**src/assert_macros.svh**
```systemverilog
// assertion macros for the highpass compressor limiter
`ifndef ASSERT_MACROS_SVH
`define ASSERT_MACROS_SVH

`ifndef SYNTHESIS

// same-cycle implication
`define HCL_ASSERT_IMP(lbl, clk, rstn, ante, cons) \
    lbl: assert property (@(posedge clk) disable iff (!rstn) (ante) |-> (cons)) \
        else $error("hcl assertion failed");

// next-cycle implication
`define HCL_ASSERT_NXT(lbl, clk, rstn, ante, cons) \
    lbl: assert property (@(posedge clk) disable iff (!rstn) (ante) |=> (cons)) \
        else $error("hcl assertion failed");

// delayed implication
`define HCL_ASSERT_D2(lbl, clk, rstn, ante, cons) \
    lbl: assert property (@(posedge clk) disable iff (!rstn) (ante) |-> ##2 (cons)) \
        else $error("hcl assertion failed");

`else

`define HCL_ASSERT_IMP(lbl, clk, rstn, ante, cons)
`define HCL_ASSERT_NXT(lbl, clk, rstn, ante, cons)
`define HCL_ASSERT_D2(lbl, clk, rstn, ante, cons)

`endif

`endif

```
**src/hcl_pkg.sv**
```systemverilog
// shared types, constants and microprogram for the highpass compressor limiter
`default_nettype none

package hcl_pkg;

    localparam int FRAC_BITS_DEF = 23;

    localparam int STEP_W       = 5;
    localparam int QUO_W        = 17;
    localparam int GAIN_W       = 20;
    localparam int CNT_W        = 5;
    localparam int ROUND_SHIFT  = 16;
    localparam int MAKEUP_SHIFT = 12;

    localparam logic [GAIN_W-1:0] GAIN_ONE  = GAIN_W'(32'h10000);
    localparam logic [CNT_W-1:0]  DIV_LAST  = CNT_W'(QUO_W - 1);

    typedef logic [STEP_W-1:0] step_t;

    typedef struct packed {
        logic signed [15:0] sample_in;
        logic               frame_end;
    } in_t;

    typedef struct packed {
        logic signed [15:0] sample_out;
        logic               frame_end_out;
    } out_t;

    typedef struct packed {
        logic        enable;
        logic [15:0] hpf_alpha;
        logic [15:0] attack_coeff;
        logic [15:0] release_coeff;
        logic [15:0] threshold;
        logic [15:0] inv_ratio;
        logic [15:0] makeup_gain;
        logic [15:0] limit_level;
    } cfg_t;

    localparam cfg_t CFG_RESET = '{
        enable:        1'b0,
        hpf_alpha:     16'd64523,
        attack_coeff:  16'd65535,
        release_coeff: 16'd65535,
        threshold:     16'd32768,
        inv_ratio:     16'd65535,
        makeup_gain:   16'd4096,
        limit_level:   16'd32768
    };

    typedef enum logic [2:0] {
        CFG_ENABLE,
        CFG_HPF_ALPHA,
        CFG_ATTACK,
        CFG_RELEASE,
        CFG_THRESHOLD,
        CFG_INV_RATIO,
        CFG_MAKEUP,
        CFG_LIMIT
    } cfg_idx_t;

    typedef enum logic [4:0] {
        OP_NOP,
        OP_DIFF,
        OP_MUL_HPF,
        OP_HPF_Y,
        OP_ENV_D,
        OP_MUL_ENV,
        OP_ENV_UPD,
        OP_MUL_RATIO,
        OP_DIV_INIT,
        OP_DIV_STEP,
        OP_MUL_MAKEUP,
        OP_GAIN_MK,
        OP_MUL_OUT,
        OP_OUT_CLAMP,
        OP_OUT_SCALE,
        OP_EMIT,
        OP_PASS
    } op_t;

    typedef enum logic [2:0] {
        COND_NEXT,
        COND_JUMP,
        COND_WAIT_IN,
        COND_DIS,
        COND_NOT_OVER,
        COND_LOOP,
        COND_QUIET,
        COND_EMIT
    } cond_t;

    typedef struct packed {
        op_t   op;
        cond_t cond;
        step_t target;
    } ctrl_word_t;

    typedef struct packed {
        logic not_over;
        logic div_more;
        logic quiet;
    } dp_flags_t;

    typedef struct packed {
        logic      take;
        logic      disabled;
        logic      out_free;
        dp_flags_t dp;
    } status_t;

    localparam step_t STEP_IDLE     = 5'd0;
    localparam step_t STEP_CHECK    = 5'd1;
    localparam step_t STEP_HPF_MUL  = 5'd2;
    localparam step_t STEP_HPF_Y    = 5'd3;
    localparam step_t STEP_ENV_D    = 5'd4;
    localparam step_t STEP_ENV_MUL  = 5'd5;
    localparam step_t STEP_ENV_UPD  = 5'd6;
    localparam step_t STEP_RATIO    = 5'd7;
    localparam step_t STEP_DIV_INIT = 5'd8;
    localparam step_t STEP_DIV      = 5'd9;
    localparam step_t STEP_FLOOR    = 5'd10;
    localparam step_t STEP_MK_MUL   = 5'd11;
    localparam step_t STEP_MK_GAIN  = 5'd12;
    localparam step_t STEP_OUT_MUL  = 5'd13;
    localparam step_t STEP_CLAMP    = 5'd14;
    localparam step_t STEP_SCALE    = 5'd15;
    localparam step_t STEP_EMIT     = 5'd16;
    localparam step_t STEP_PASS     = 5'd17;

    function automatic ctrl_word_t prog_word(input step_t s);
        ctrl_word_t w;
        case (s)
            STEP_IDLE:     w = '{OP_NOP,        COND_WAIT_IN,  STEP_IDLE};
            STEP_CHECK:    w = '{OP_DIFF,       COND_DIS,      STEP_PASS};
            STEP_HPF_MUL:  w = '{OP_MUL_HPF,    COND_NEXT,     STEP_IDLE};
            STEP_HPF_Y:    w = '{OP_HPF_Y,      COND_NEXT,     STEP_IDLE};
            STEP_ENV_D:    w = '{OP_ENV_D,      COND_NEXT,     STEP_IDLE};
            STEP_ENV_MUL:  w = '{OP_MUL_ENV,    COND_NEXT,     STEP_IDLE};
            STEP_ENV_UPD:  w = '{OP_ENV_UPD,    COND_NEXT,     STEP_IDLE};
            STEP_RATIO:    w = '{OP_MUL_RATIO,  COND_NEXT,     STEP_IDLE};
            STEP_DIV_INIT: w = '{OP_DIV_INIT,   COND_NOT_OVER, STEP_FLOOR};
            STEP_DIV:      w = '{OP_DIV_STEP,   COND_LOOP,     STEP_DIV};
            STEP_FLOOR:    w = '{OP_NOP,        COND_QUIET,    STEP_OUT_MUL};
            STEP_MK_MUL:   w = '{OP_MUL_MAKEUP, COND_NEXT,     STEP_IDLE};
            STEP_MK_GAIN:  w = '{OP_GAIN_MK,    COND_NEXT,     STEP_IDLE};
            STEP_OUT_MUL:  w = '{OP_MUL_OUT,    COND_NEXT,     STEP_IDLE};
            STEP_CLAMP:    w = '{OP_OUT_CLAMP,  COND_NEXT,     STEP_IDLE};
            STEP_SCALE:    w = '{OP_OUT_SCALE,  COND_NEXT,     STEP_IDLE};
            STEP_EMIT:     w = '{OP_EMIT,       COND_EMIT,     STEP_IDLE};
            STEP_PASS:     w = '{OP_PASS,       COND_EMIT,     STEP_IDLE};
            default:       w = '{OP_NOP,        COND_JUMP,     STEP_IDLE};
        endcase
        return w;
    endfunction

endpackage

`default_nettype wire

```
**src/hcl_sequencer.sv**
```systemverilog
// microprogram step counter and control word table
`default_nettype none

module hcl_sequencer (
    input  wire                    clk,
    input  wire                    rst_n,
    input  hcl_pkg::status_t       status,
    output hcl_pkg::ctrl_word_t    ctrl,
    output hcl_pkg::step_t         step
);

    hcl_pkg::step_t pc_reg;
    hcl_pkg::step_t pc_next;
    hcl_pkg::step_t pc_inc;

    assign ctrl   = hcl_pkg::prog_word(pc_reg);
    assign step   = pc_reg;
    assign pc_inc = pc_reg + 1'b1;

    always_comb
    begin
        case (ctrl.cond)
            hcl_pkg::COND_NEXT:     pc_next = pc_inc;
            hcl_pkg::COND_JUMP:     pc_next = ctrl.target;
            hcl_pkg::COND_WAIT_IN:  pc_next = status.take ? pc_inc : pc_reg;
            hcl_pkg::COND_DIS:      pc_next = status.disabled ? ctrl.target : pc_inc;
            hcl_pkg::COND_NOT_OVER: pc_next = status.dp.not_over ? ctrl.target : pc_inc;
            hcl_pkg::COND_LOOP:     pc_next = status.dp.div_more ? ctrl.target : pc_inc;
            hcl_pkg::COND_QUIET:    pc_next = status.dp.quiet ? ctrl.target : pc_inc;
            hcl_pkg::COND_EMIT:     pc_next = status.out_free ? ctrl.target : pc_reg;
            default:                pc_next = hcl_pkg::STEP_IDLE;
        endcase
    end

    always_ff @(posedge clk or negedge rst_n)
    begin
        if (!rst_n)
        begin
            pc_reg <= hcl_pkg::STEP_IDLE;
        end
        else
        begin
            pc_reg <= pc_next;
        end
    end

endmodule

`default_nettype wire

```
**src/hcl_datapath.sv**
```systemverilog
// filter, envelope, gain divider and output scaling datapath
`default_nettype none

module hcl_datapath #(
    parameter int STATE_FRAC_BITS = hcl_pkg::FRAC_BITS_DEF
) (
    input  wire                  clk,
    input  wire                  rst_n,
    input  hcl_pkg::op_t         op,
    input  wire                  take,
    input  hcl_pkg::in_t         in_data,
    input  hcl_pkg::cfg_t        cfg,
    output hcl_pkg::dp_flags_t   flags,
    output hcl_pkg::out_t        result
);

    localparam int F    = STATE_FRAC_BITS;
    localparam int SH   = F - 15;
    localparam int X_W  = F + 1;
    localparam int Y_W  = F + 4;
    localparam int E_W  = F + 3;
    localparam int A_W  = F + 5;
    localparam int B_W  = hcl_pkg::GAIN_W + 1;
    localparam int P_W  = A_W + B_W;
    localparam int R_W  = P_W - hcl_pkg::ROUND_SHIFT;
    localparam int L_W  = F + 1;
    localparam int N_W  = F + 19;
    localparam int Q_W  = hcl_pkg::QUO_W;
    localparam int O_W  = F + 2;
    localparam int S_W  = F + 17;
    localparam int G_W  = hcl_pkg::GAIN_W;

    localparam logic [E_W-1:0] NOISE_FLOOR =
        E_W'(((64'd1 << (F + 1)) + 64'd50) / 64'd100);
    localparam logic signed [R_W-1:0] Y_HI = R_W'(64'sd1 <<< (F + 2));
    localparam logic signed [R_W-1:0] Y_LO = -Y_HI;
    localparam logic signed [P_W-1:0] HALF =
        P_W'(64'sd1 <<< (hcl_pkg::ROUND_SHIFT - 1));

    logic signed [15:0]      sample_reg;
    logic                    frame_reg;
    logic signed [X_W-1:0]   last_input_reg;
    logic signed [Y_W-1:0]   last_filtered_reg;
    logic [E_W-1:0]          env_reg;
    logic [hcl_pkg::CNT_W-1:0] cnt_reg;
    logic signed [A_W-1:0]   a_reg;
    logic signed [P_W-1:0]   prod_reg;
    logic [G_W-1:0]          gain_reg;
    logic [E_W-1:0]          rem_reg;
    logic [Q_W-1:0]          quo_reg;
    logic signed [O_W-1:0]   o_reg;
    logic signed [S_W-1:0]   sc_reg;

    logic signed [X_W-1:0]   x_val;
    logic [L_W-1:0]          t_val;
    logic [L_W-1:0]          lim_val;
    logic signed [P_W-1:0]   rsum;
    logic signed [R_W-1:0]   rnd;
    logic signed [Y_W-1:0]   y_sat;
    logic signed [Y_W-1:0]   y_abs;
    logic [E_W-1:0]          absy;
    logic signed [A_W-1:0]   diff_val;
    logic signed [A_W-1:0]   env_d;
    logic signed [A_W-1:0]   over_d;
    logic signed [R_W-1:0]   env_sum;
    logic [N_W-1:0]          num;
    logic [E_W:0]            rem_sh;
    logic [E_W:0]            rem_dif;
    logic                    div_ge;
    logic [Q_W-1:0]          quo_new;
    logic signed [R_W-1:0]   lim_r;
    logic signed [R_W-1:0]   o_r;
    logic signed [S_W-1:0]   sc_val;
    logic [S_W-1:0]          mag_full;
    logic [16:0]             mag;
    logic signed [15:0]      smp;
    logic signed [A_W-1:0]   ma;
    logic signed [B_W-1:0]   mb;
    logic signed [P_W-1:0]   prod_next;
    logic                    env_over;
    logic                    env_loud;

    assign x_val   = X_W'(sample_reg) <<< SH;
    assign t_val   = L_W'(cfg.threshold) << SH;
    assign lim_val = L_W'(cfg.limit_level) << SH;

    // round to nearest, ties up, after the q0.16 product
    assign rsum = prod_reg + HALF;
    assign rnd  = $signed(rsum[P_W-1:hcl_pkg::ROUND_SHIFT]);

    assign y_sat = Y_W'((rnd > Y_HI) ? Y_HI : ((rnd < Y_LO) ? Y_LO : rnd));
    assign y_abs = last_filtered_reg[Y_W-1] ? -last_filtered_reg : last_filtered_reg;
    assign absy  = y_abs[E_W-1:0];

    assign diff_val = A_W'(last_filtered_reg) + A_W'(x_val) - A_W'(last_input_reg);
    assign env_d    = A_W'($signed({1'b0, absy})) - A_W'($signed({1'b0, env_reg}));
    assign over_d   = A_W'($signed({1'b0, env_reg})) - A_W'($signed({1'b0, t_val}));
    assign env_sum  = R_W'($signed({1'b0, env_reg})) + rnd;

    assign env_over = env_reg > E_W'(t_val);
    assign env_loud = env_reg > NOISE_FLOOR;

    // quotient fits in QUO_W bits, so the upper part starts below the divisor
    assign num     = (N_W'(t_val) << 16) + prod_reg[N_W-1:0];
    assign rem_sh  = {rem_reg, quo_reg[Q_W-1]};
    assign div_ge  = rem_sh >= {1'b0, env_reg};
    assign rem_dif = rem_sh - {1'b0, env_reg};
    assign quo_new = {quo_reg[Q_W-2:0], div_ge};

    assign lim_r = R_W'($signed({1'b0, lim_val}));
    assign o_r   = (rnd > lim_r) ? lim_r : ((rnd < -lim_r) ? -lim_r : rnd);

    // times 32767 as a shift and subtract
    assign sc_val = (S_W'(o_reg) <<< 15) - S_W'(o_reg);

    assign mag_full = sc_reg[S_W-1] ? S_W'(-sc_reg) : S_W'(sc_reg);
    assign mag      = mag_full[S_W-1:F];

    always_comb
    begin
        if (!sc_reg[S_W-1])
        begin
            smp = (mag > 17'd32767) ? 16'sh7FFF : $signed(mag[15:0]);
        end
        else
        begin
            smp = (mag > 17'd32768) ? 16'sh8000 : $signed(16'(17'd0 - mag));
        end
    end

    // shared multiplier operand select
    always_comb
    begin
        ma = a_reg;
        mb = '0;
        case (op)
            hcl_pkg::OP_MUL_HPF:
            begin
                mb = B_W'($signed({1'b0, cfg.hpf_alpha}));
            end
            hcl_pkg::OP_MUL_ENV:
            begin
                mb = a_reg[A_W-1] ? B_W'($signed({1'b0, cfg.release_coeff}))
                                  : B_W'($signed({1'b0, cfg.attack_coeff}));
            end
            hcl_pkg::OP_MUL_RATIO:
            begin
                ma = over_d;
                mb = B_W'($signed({1'b0, cfg.inv_ratio}));
            end
            hcl_pkg::OP_MUL_MAKEUP:
            begin
                ma = A_W'($signed({1'b0, gain_reg}));
                mb = B_W'($signed({1'b0, cfg.makeup_gain}));
            end
            hcl_pkg::OP_MUL_OUT:
            begin
                ma = A_W'(last_filtered_reg);
                mb = B_W'($signed({1'b0, gain_reg}));
            end
            default:
            begin
                ma = a_reg;
                mb = '0;
            end
        endcase
    end

    assign prod_next = ma * mb;

    always_ff @(posedge clk or negedge rst_n)
    begin
        if (!rst_n)
        begin
            last_input_reg    <= '0;
            last_filtered_reg <= '0;
            env_reg           <= '0;
            cnt_reg           <= '0;
        end
        else
        begin
            case (op)
                hcl_pkg::OP_HPF_Y:
                begin
                    last_input_reg    <= x_val;
                    last_filtered_reg <= y_sat;
                end
                hcl_pkg::OP_ENV_UPD:
                begin
                    env_reg <= env_sum[E_W-1:0];
                end
                hcl_pkg::OP_DIV_INIT:
                begin
                    cnt_reg <= hcl_pkg::DIV_LAST;
                end
                hcl_pkg::OP_DIV_STEP:
                begin
                    cnt_reg <= cnt_reg - 1'b1;
                end
                default:
                begin
                    cnt_reg <= cnt_reg;
                end
            endcase
        end
    end

    always_ff @(posedge clk)
    begin
        if (take)
        begin
            sample_reg <= in_data.sample_in;
            frame_reg  <= in_data.frame_end;
        end
        case (op)
            hcl_pkg::OP_DIFF:
            begin
                a_reg <= diff_val;
            end
            hcl_pkg::OP_ENV_D:
            begin
                a_reg <= env_d;
            end
            hcl_pkg::OP_MUL_HPF, hcl_pkg::OP_MUL_ENV, hcl_pkg::OP_MUL_RATIO,
            hcl_pkg::OP_MUL_MAKEUP, hcl_pkg::OP_MUL_OUT:
            begin
                prod_reg <= prod_next;
            end
            hcl_pkg::OP_DIV_INIT:
            begin
                rem_reg  <= E_W'(num[N_W-1:Q_W]);
                quo_reg  <= num[Q_W-1:0];
                gain_reg <= hcl_pkg::GAIN_ONE;
            end
            hcl_pkg::OP_DIV_STEP:
            begin
                rem_reg <= div_ge ? rem_dif[E_W-1:0] : rem_sh[E_W-1:0];
                quo_reg <= quo_new;
                if (cnt_reg == '0)
                begin
                    gain_reg <= G_W'(quo_new);
                end
            end
            hcl_pkg::OP_GAIN_MK:
            begin
                gain_reg <= prod_reg[hcl_pkg::MAKEUP_SHIFT +: G_W];
            end
            hcl_pkg::OP_OUT_CLAMP:
            begin
                o_reg <= O_W'(o_r);
            end
            hcl_pkg::OP_OUT_SCALE:
            begin
                sc_reg <= sc_val;
            end
            default:
            begin
                a_reg <= a_reg;
            end
        endcase
    end

    assign flags.not_over = !env_over;
    assign flags.div_more = cnt_reg != '0;
    assign flags.quiet    = !env_loud;

    assign result.sample_out    = (op == hcl_pkg::OP_PASS) ? sample_reg : smp;
    assign result.frame_end_out = frame_reg;

endmodule

`default_nettype wire

```
**src/highpass_compressor_limiter_top.sv**
```systemverilog
// top level of the highpass compressor limiter
//
//  channel  direction  handshake            payload
//  in       input      in_valid / in_stall  hcl_pkg::in_t  (sample_in, frame_end)
//  out      output     out_valid/out_stall  hcl_pkg::out_t (sample_out, frame_end_out)
//  cfg      input      cfg_we               cfg_index, cfg_data
//
//  a processed sample runs the filter, envelope and gain steps; the 17-step restoring
//  divider for the compression gain runs only while the envelope is above the threshold
//  a bypassed sample goes from the check step straight to the pass step
//  a new request is taken once the previous result sits in the output register
//  the output register holds its result while out_stall is high
//  reset clears the configuration to defaults and the filter and envelope state
`default_nettype none

`include "assert_macros.svh"

module highpass_compressor_limiter_top #(
    parameter int STATE_FRAC_BITS = hcl_pkg::FRAC_BITS_DEF
) (
    input  wire            clk,
    input  wire            rst_n,
    input  wire            in_valid,
    output logic           in_stall,
    input  hcl_pkg::in_t   in_data,
    output logic           out_valid,
    input  wire            out_stall,
    output hcl_pkg::out_t  out_data,
    input  wire            cfg_we,
    input  wire [2:0]      cfg_index,
    input  wire [15:0]     cfg_data
);

    hcl_pkg::cfg_t       cfg_reg;
    hcl_pkg::cfg_t       cfg_next;
    logic                out_valid_reg;
    logic                out_valid_next;
    hcl_pkg::out_t       out_data_reg;
    hcl_pkg::ctrl_word_t ctrl;
    hcl_pkg::step_t      step;
    hcl_pkg::status_t    status;
    hcl_pkg::dp_flags_t  dp_flags;
    hcl_pkg::out_t       dp_result;
    logic                in_take;
    logic                out_free;
    logic                out_write;

    assign in_stall  = ctrl.cond != hcl_pkg::COND_WAIT_IN;
    assign in_take   = in_valid && !in_stall;
    assign out_free  = !out_valid_reg || !out_stall;
    assign out_write = (ctrl.cond == hcl_pkg::COND_EMIT) && out_free;

    assign status.take     = in_take;
    assign status.disabled = !cfg_reg.enable;
    assign status.out_free = out_free;
    assign status.dp       = dp_flags;

    always_comb
    begin
        cfg_next = cfg_reg;
        if (cfg_we)
        begin
            case (hcl_pkg::cfg_idx_t'(cfg_index))
                hcl_pkg::CFG_ENABLE:    cfg_next.enable        = cfg_data[0];
                hcl_pkg::CFG_HPF_ALPHA: cfg_next.hpf_alpha     = cfg_data;
                hcl_pkg::CFG_ATTACK:    cfg_next.attack_coeff  = cfg_data;
                hcl_pkg::CFG_RELEASE:   cfg_next.release_coeff = cfg_data;
                hcl_pkg::CFG_THRESHOLD: cfg_next.threshold     = cfg_data;
                hcl_pkg::CFG_INV_RATIO: cfg_next.inv_ratio     = cfg_data;
                hcl_pkg::CFG_MAKEUP:    cfg_next.makeup_gain   = cfg_data;
                hcl_pkg::CFG_LIMIT:     cfg_next.limit_level   = cfg_data;
                default:                cfg_next = cfg_reg;
            endcase
        end
    end

    always_comb
    begin
        if (out_write)
        begin
            out_valid_next = 1'b1;
        end
        else if (out_stall)
        begin
            out_valid_next = out_valid_reg;
        end
        else
        begin
            out_valid_next = 1'b0;
        end
    end

    always_ff @(posedge clk or negedge rst_n)
    begin
        if (!rst_n)
        begin
            cfg_reg       <= hcl_pkg::CFG_RESET;
            out_valid_reg <= 1'b0;
        end
        else
        begin
            cfg_reg       <= cfg_next;
            out_valid_reg <= out_valid_next;
        end
    end

    always_ff @(posedge clk)
    begin
        if (out_write)
        begin
            out_data_reg <= dp_result;
        end
    end

    assign out_valid = out_valid_reg;
    assign out_data  = out_data_reg;

    hcl_sequencer u_seq (
        .clk    (clk),
        .rst_n  (rst_n),
        .status (status),
        .ctrl   (ctrl),
        .step   (step)
    );

    hcl_datapath #(
        .STATE_FRAC_BITS (STATE_FRAC_BITS)
    ) u_dp (
        .clk     (clk),
        .rst_n   (rst_n),
        .op      (ctrl.op),
        .take    (in_take),
        .in_data (in_data),
        .cfg     (cfg_reg),
        .flags   (dp_flags),
        .result  (dp_result)
    );

    `HCL_ASSERT_NXT(a_take_starts, clk, rst_n, in_take, step == hcl_pkg::STEP_CHECK)
    `HCL_ASSERT_D2(a_bypass_path, clk, rst_n, in_take && !cfg_reg.enable, step == hcl_pkg::STEP_PASS)
    `HCL_ASSERT_D2(a_filter_path, clk, rst_n, in_take && cfg_reg.enable, step == hcl_pkg::STEP_HPF_MUL)
    `HCL_ASSERT_NXT(a_emit_waits, clk, rst_n, (ctrl.cond == hcl_pkg::COND_EMIT) && !out_free, $stable(step))

endmodule

`default_nettype wire

```
**config.mk**
```make
export PLATFORM = sky130hd
export DESIGN_NAME = highpass_compressor_limiter_top
export DESIGN_NICKNAME = d
export VERILOG_FILES = /design/src/hcl_pkg.sv /design/src/hcl_sequencer.sv /design/src/hcl_datapath.sv /design/src/highpass_compressor_limiter_top.sv
export VERILOG_INCLUDE_DIRS = /design/src /design/src/src
export SDC_FILE = /design/constraint.sdc
export NUM_CORES = 2
export LEC_CHECK = 0
export BUFFER_PORTS_ARGS = -buffer_cell sky130_fd_sc_hd__buf_2
export CAP_MARGIN = 15
export CORE_ASPECT_RATIO = 1.75
export CORE_MARGIN = 4
export CORE_UTILIZATION = 55
export DETAILED_ROUTE_END_ITERATION = 6
export PLACE_DENSITY_LB_ADDON = 0.25
export SLEW_MARGIN = 10
export SYNTH_ARGS = -nofsm -noshare
export SYNTH_HDL_FRONTEND = slang
export SYNTH_HIERARCHICAL = 1
export SYNTH_SLANG_ARGS = --single-unit
export TNS_END_PERCENT = 10
```
**constraint.sdc**
```tcl
create_clock -name clk -period 8.7 [get_ports clk]
set_input_delay 1.74 -clock clk [delete_from_list [all_inputs] [get_ports clk]]
set_output_delay 1.74 -clock clk [all_outputs]
set_load 0.02 [all_outputs]
```
==> impl_metrics.toml <==
[drt]
routedWlPerCell_um = 25.8
drt_wl_total_um = 192000
route.vias.total = 44400
vias_per_cell = 5.97
ant_nets = 0
drc_errors = 1
drt_pre_antenna_iters = 7
drt_iter0_drc = 3341

[logic_synthesis]
synth_enable_flop_cells = 239
synth_top_area_cell = "fa_1"
synth-seq-cells = 432
synth_xor_area_frac = 0.0475
avgSynthCellArea_um2 = 9.12
syn_area_mm2 = 0.0514
ys.flop_type = "edfxtp_1"
synth.top_cell.area_share = 0.229
synth_top_family_by_area = "adder cells"
synthMuxAreaShare = 0.0357
synthTopCellsByArea = "fa_1 23%, edfxtp_1 14%, ha_1 8.5%"
synth_compound_area_frac = 0.129
yosys_warnings = 6
seq_area_frac_synth = 0.235
syn_nets = 6604
syn-instance-count = 5629
synthAdderAreaFrac = 0.313
synth_cell_type_count = 109
post_synth_and_or_nand_nor_area_fraction = 0.154
async_flop_share = 0.447

[floorplanning]
start_util = 0.554
io_pins = 60
core.rowCount = 148
fp.dieH_um = 412
coreArea_mm2 = 0.0928
die-area_mm2 = 0.0985
die_w_um = 239

[sta]
maxClockFrequency_mhz = 109
slew-limit-headroom = 0.162
timing.final.crit_share = 1.05
fin_tns_setup_ns = -4.87
finalClockSkew_ns = 0.0504
setup_viol = 20
hold_viol = 0
tightest_slew_ns = 1.24
setup_ws_ns = -0.439
hold_ws_ns = 0.426
grt_setup_unrepaired = "yes"
finalCriticalPeriod_ns = 9.14
slew_viol_final = 0

[setup_path]
crit_path_max_incr_delay_ns = 0.80
cp.arrival_ns = 9.46
rr_worst_depth = 39
critical-path-top-delay-family = "adder cells"
regToRegSetupSlack_ns = -0.44
cp_data_required_time_ns = 9.03
path_buf_inv = 10
r2r-end = "u_dp/prod_reg[46]"
start_kind = "flip-flop"
reg2reg_from = "u_seq/step[0]"
crit_slowest_cell = "fa_2"
crit_type = "flip-flop to flip-flop"
worst_setup_path_end_kind = "flip-flop"
crit_fanout = 8

[clocking]
numCtsBuffers = 42
clk_pin_slew_ns = 0.07
cts_buffer_depth = 3
clockRootBuffer = "clkbuf_16"
clock_latency_ns = 0.62
cts_sinks = 432
htreeDepth = 2
cts_tree = "yes"
ctsHoldBuffers = 0

[global_routing]
grt_overflow = 0
grt_use_total = 0.387
grt_max_degree = 114
grt_pass1_wl_um = 284000
grt_pass1_vias = 47100
antenna_found_initial = 7

[place]
dp_hpwl_um = 158000
io_buffers = 59
gp_congestion = 1.06
place_inst = 7286
dp_slack_ns = -0.772

[final_layout]
largest_register_ffs = 113
drive_above_1_share = 0.210
most-common-layout-cells = "867 x inv_1, 704 x nand2_1, 613 x buf_4"
final_cells = 7433
area_delta_synth_final_pct = 18.1
nets = 7170
layout_commonest_cell = "inv_1"

[run]
maxCapViolCount = 0

[min_path]
holdPathStages = 0
worstHoldPathType = "flip-flop to flip-flop"
worstHoldEndpoint = "out_data[0]"
worstHoldStart = "u_dp/frame_reg"

[status]
outcome = "finished with violations"
violations = "DRC, setup timing"
## cells by family after synthesis
logic type | Yosys count
AO/OA/AOI/OAI | 995
multiplexers | 157
XOR/XNOR | 278
AND/OR/NAND/NOR | 1726
buffers and inverters | 1107
adder cells (fa/ha/maj) | 934
flip-flops | 432
## layer usage
layer  track usage  vias to the layer above  wire [um]
li1              -                    19700          -
met4         0.365                        0      24000
met5             0                        -          0
met3        0.0579                      898      10900
met2         0.682                     1912      95800
met1         0.383                    21800      60800
## how the worst max path moves through the flow
stage / depth (start not counted) / start / slack [ns] / to
floorplan: 38 / u_seq/step[0] / -0.008 / u_dp/prod_reg[45]
global placement: 37 / cfg_reg[49] / -0.66 / u_dp/prod_reg[48]
detailed placement: 36 / cfg_reg[49] / -0.77 / u_dp/prod_reg[47]
CTS: 39 / u_seq/step[1] / -0.42 / u_dp/prod_reg[45]
global route: 43 / u_seq/step[0] / -0.76 / u_dp/prod_reg[48]
finish: 39 / u_seq/step[0] / -0.44 / u_dp/prod_reg[46]
## layout make-up
type	instances	area [um^2]
antenna	4	10.0
clock buffer	54	1190
clock inverter	24	304
fill	7639	32100
inverter	882	3320
multi-input combinational	4090	36200
sequential	432	12100
tap	1200	1500
timing repair buffer	747	6080
## synthesized netlist by cell type, drive strengths merged (29+ instances only)
cell / n
nor2b: 41
xor2: 93
o31ai: 36
mux2: 121
inv: 882
xnor2: 185
nand2: 718
a211oi: 57
buf: 41
nand2b: 56
nor2: 461
o21bai: 29
and2: 38
nor4: 40
clkbuf: 184
a21o: 94
edfxtp: 239
or3: 33
dfstp: 60
nand3: 87
ha: 347
nor3: 82
mux2i: 36
nand4: 42
and3: 44
a21oi: 226
o21a: 34
a31oi: 45
fa: 587
dfrtp: 133
o21ai: 267
## through the flow
step / area (um^2) / utilization
after floorplan: 52000 / -
after global placement: 57700 / 0.622
after detailed placement: 57700 / 0.622
after CTS: 60000 / 0.647
after global routing: 60600 / 0.654
final: 60700 / 0.654
## repair_timing
action / CTS / global route
resized for setup: 106 / 109
hold endpoints to repair: 0 / 0
gates cloned: 1 / 1
setup endpoints to repair: 28 / 33
setup buffers: 43 / 24
pin swaps: 86 / 80
Power is left out: the tool's default activity adds up to more than one toggle a clock period on the data nets, which glitch-free logic cannot reach.
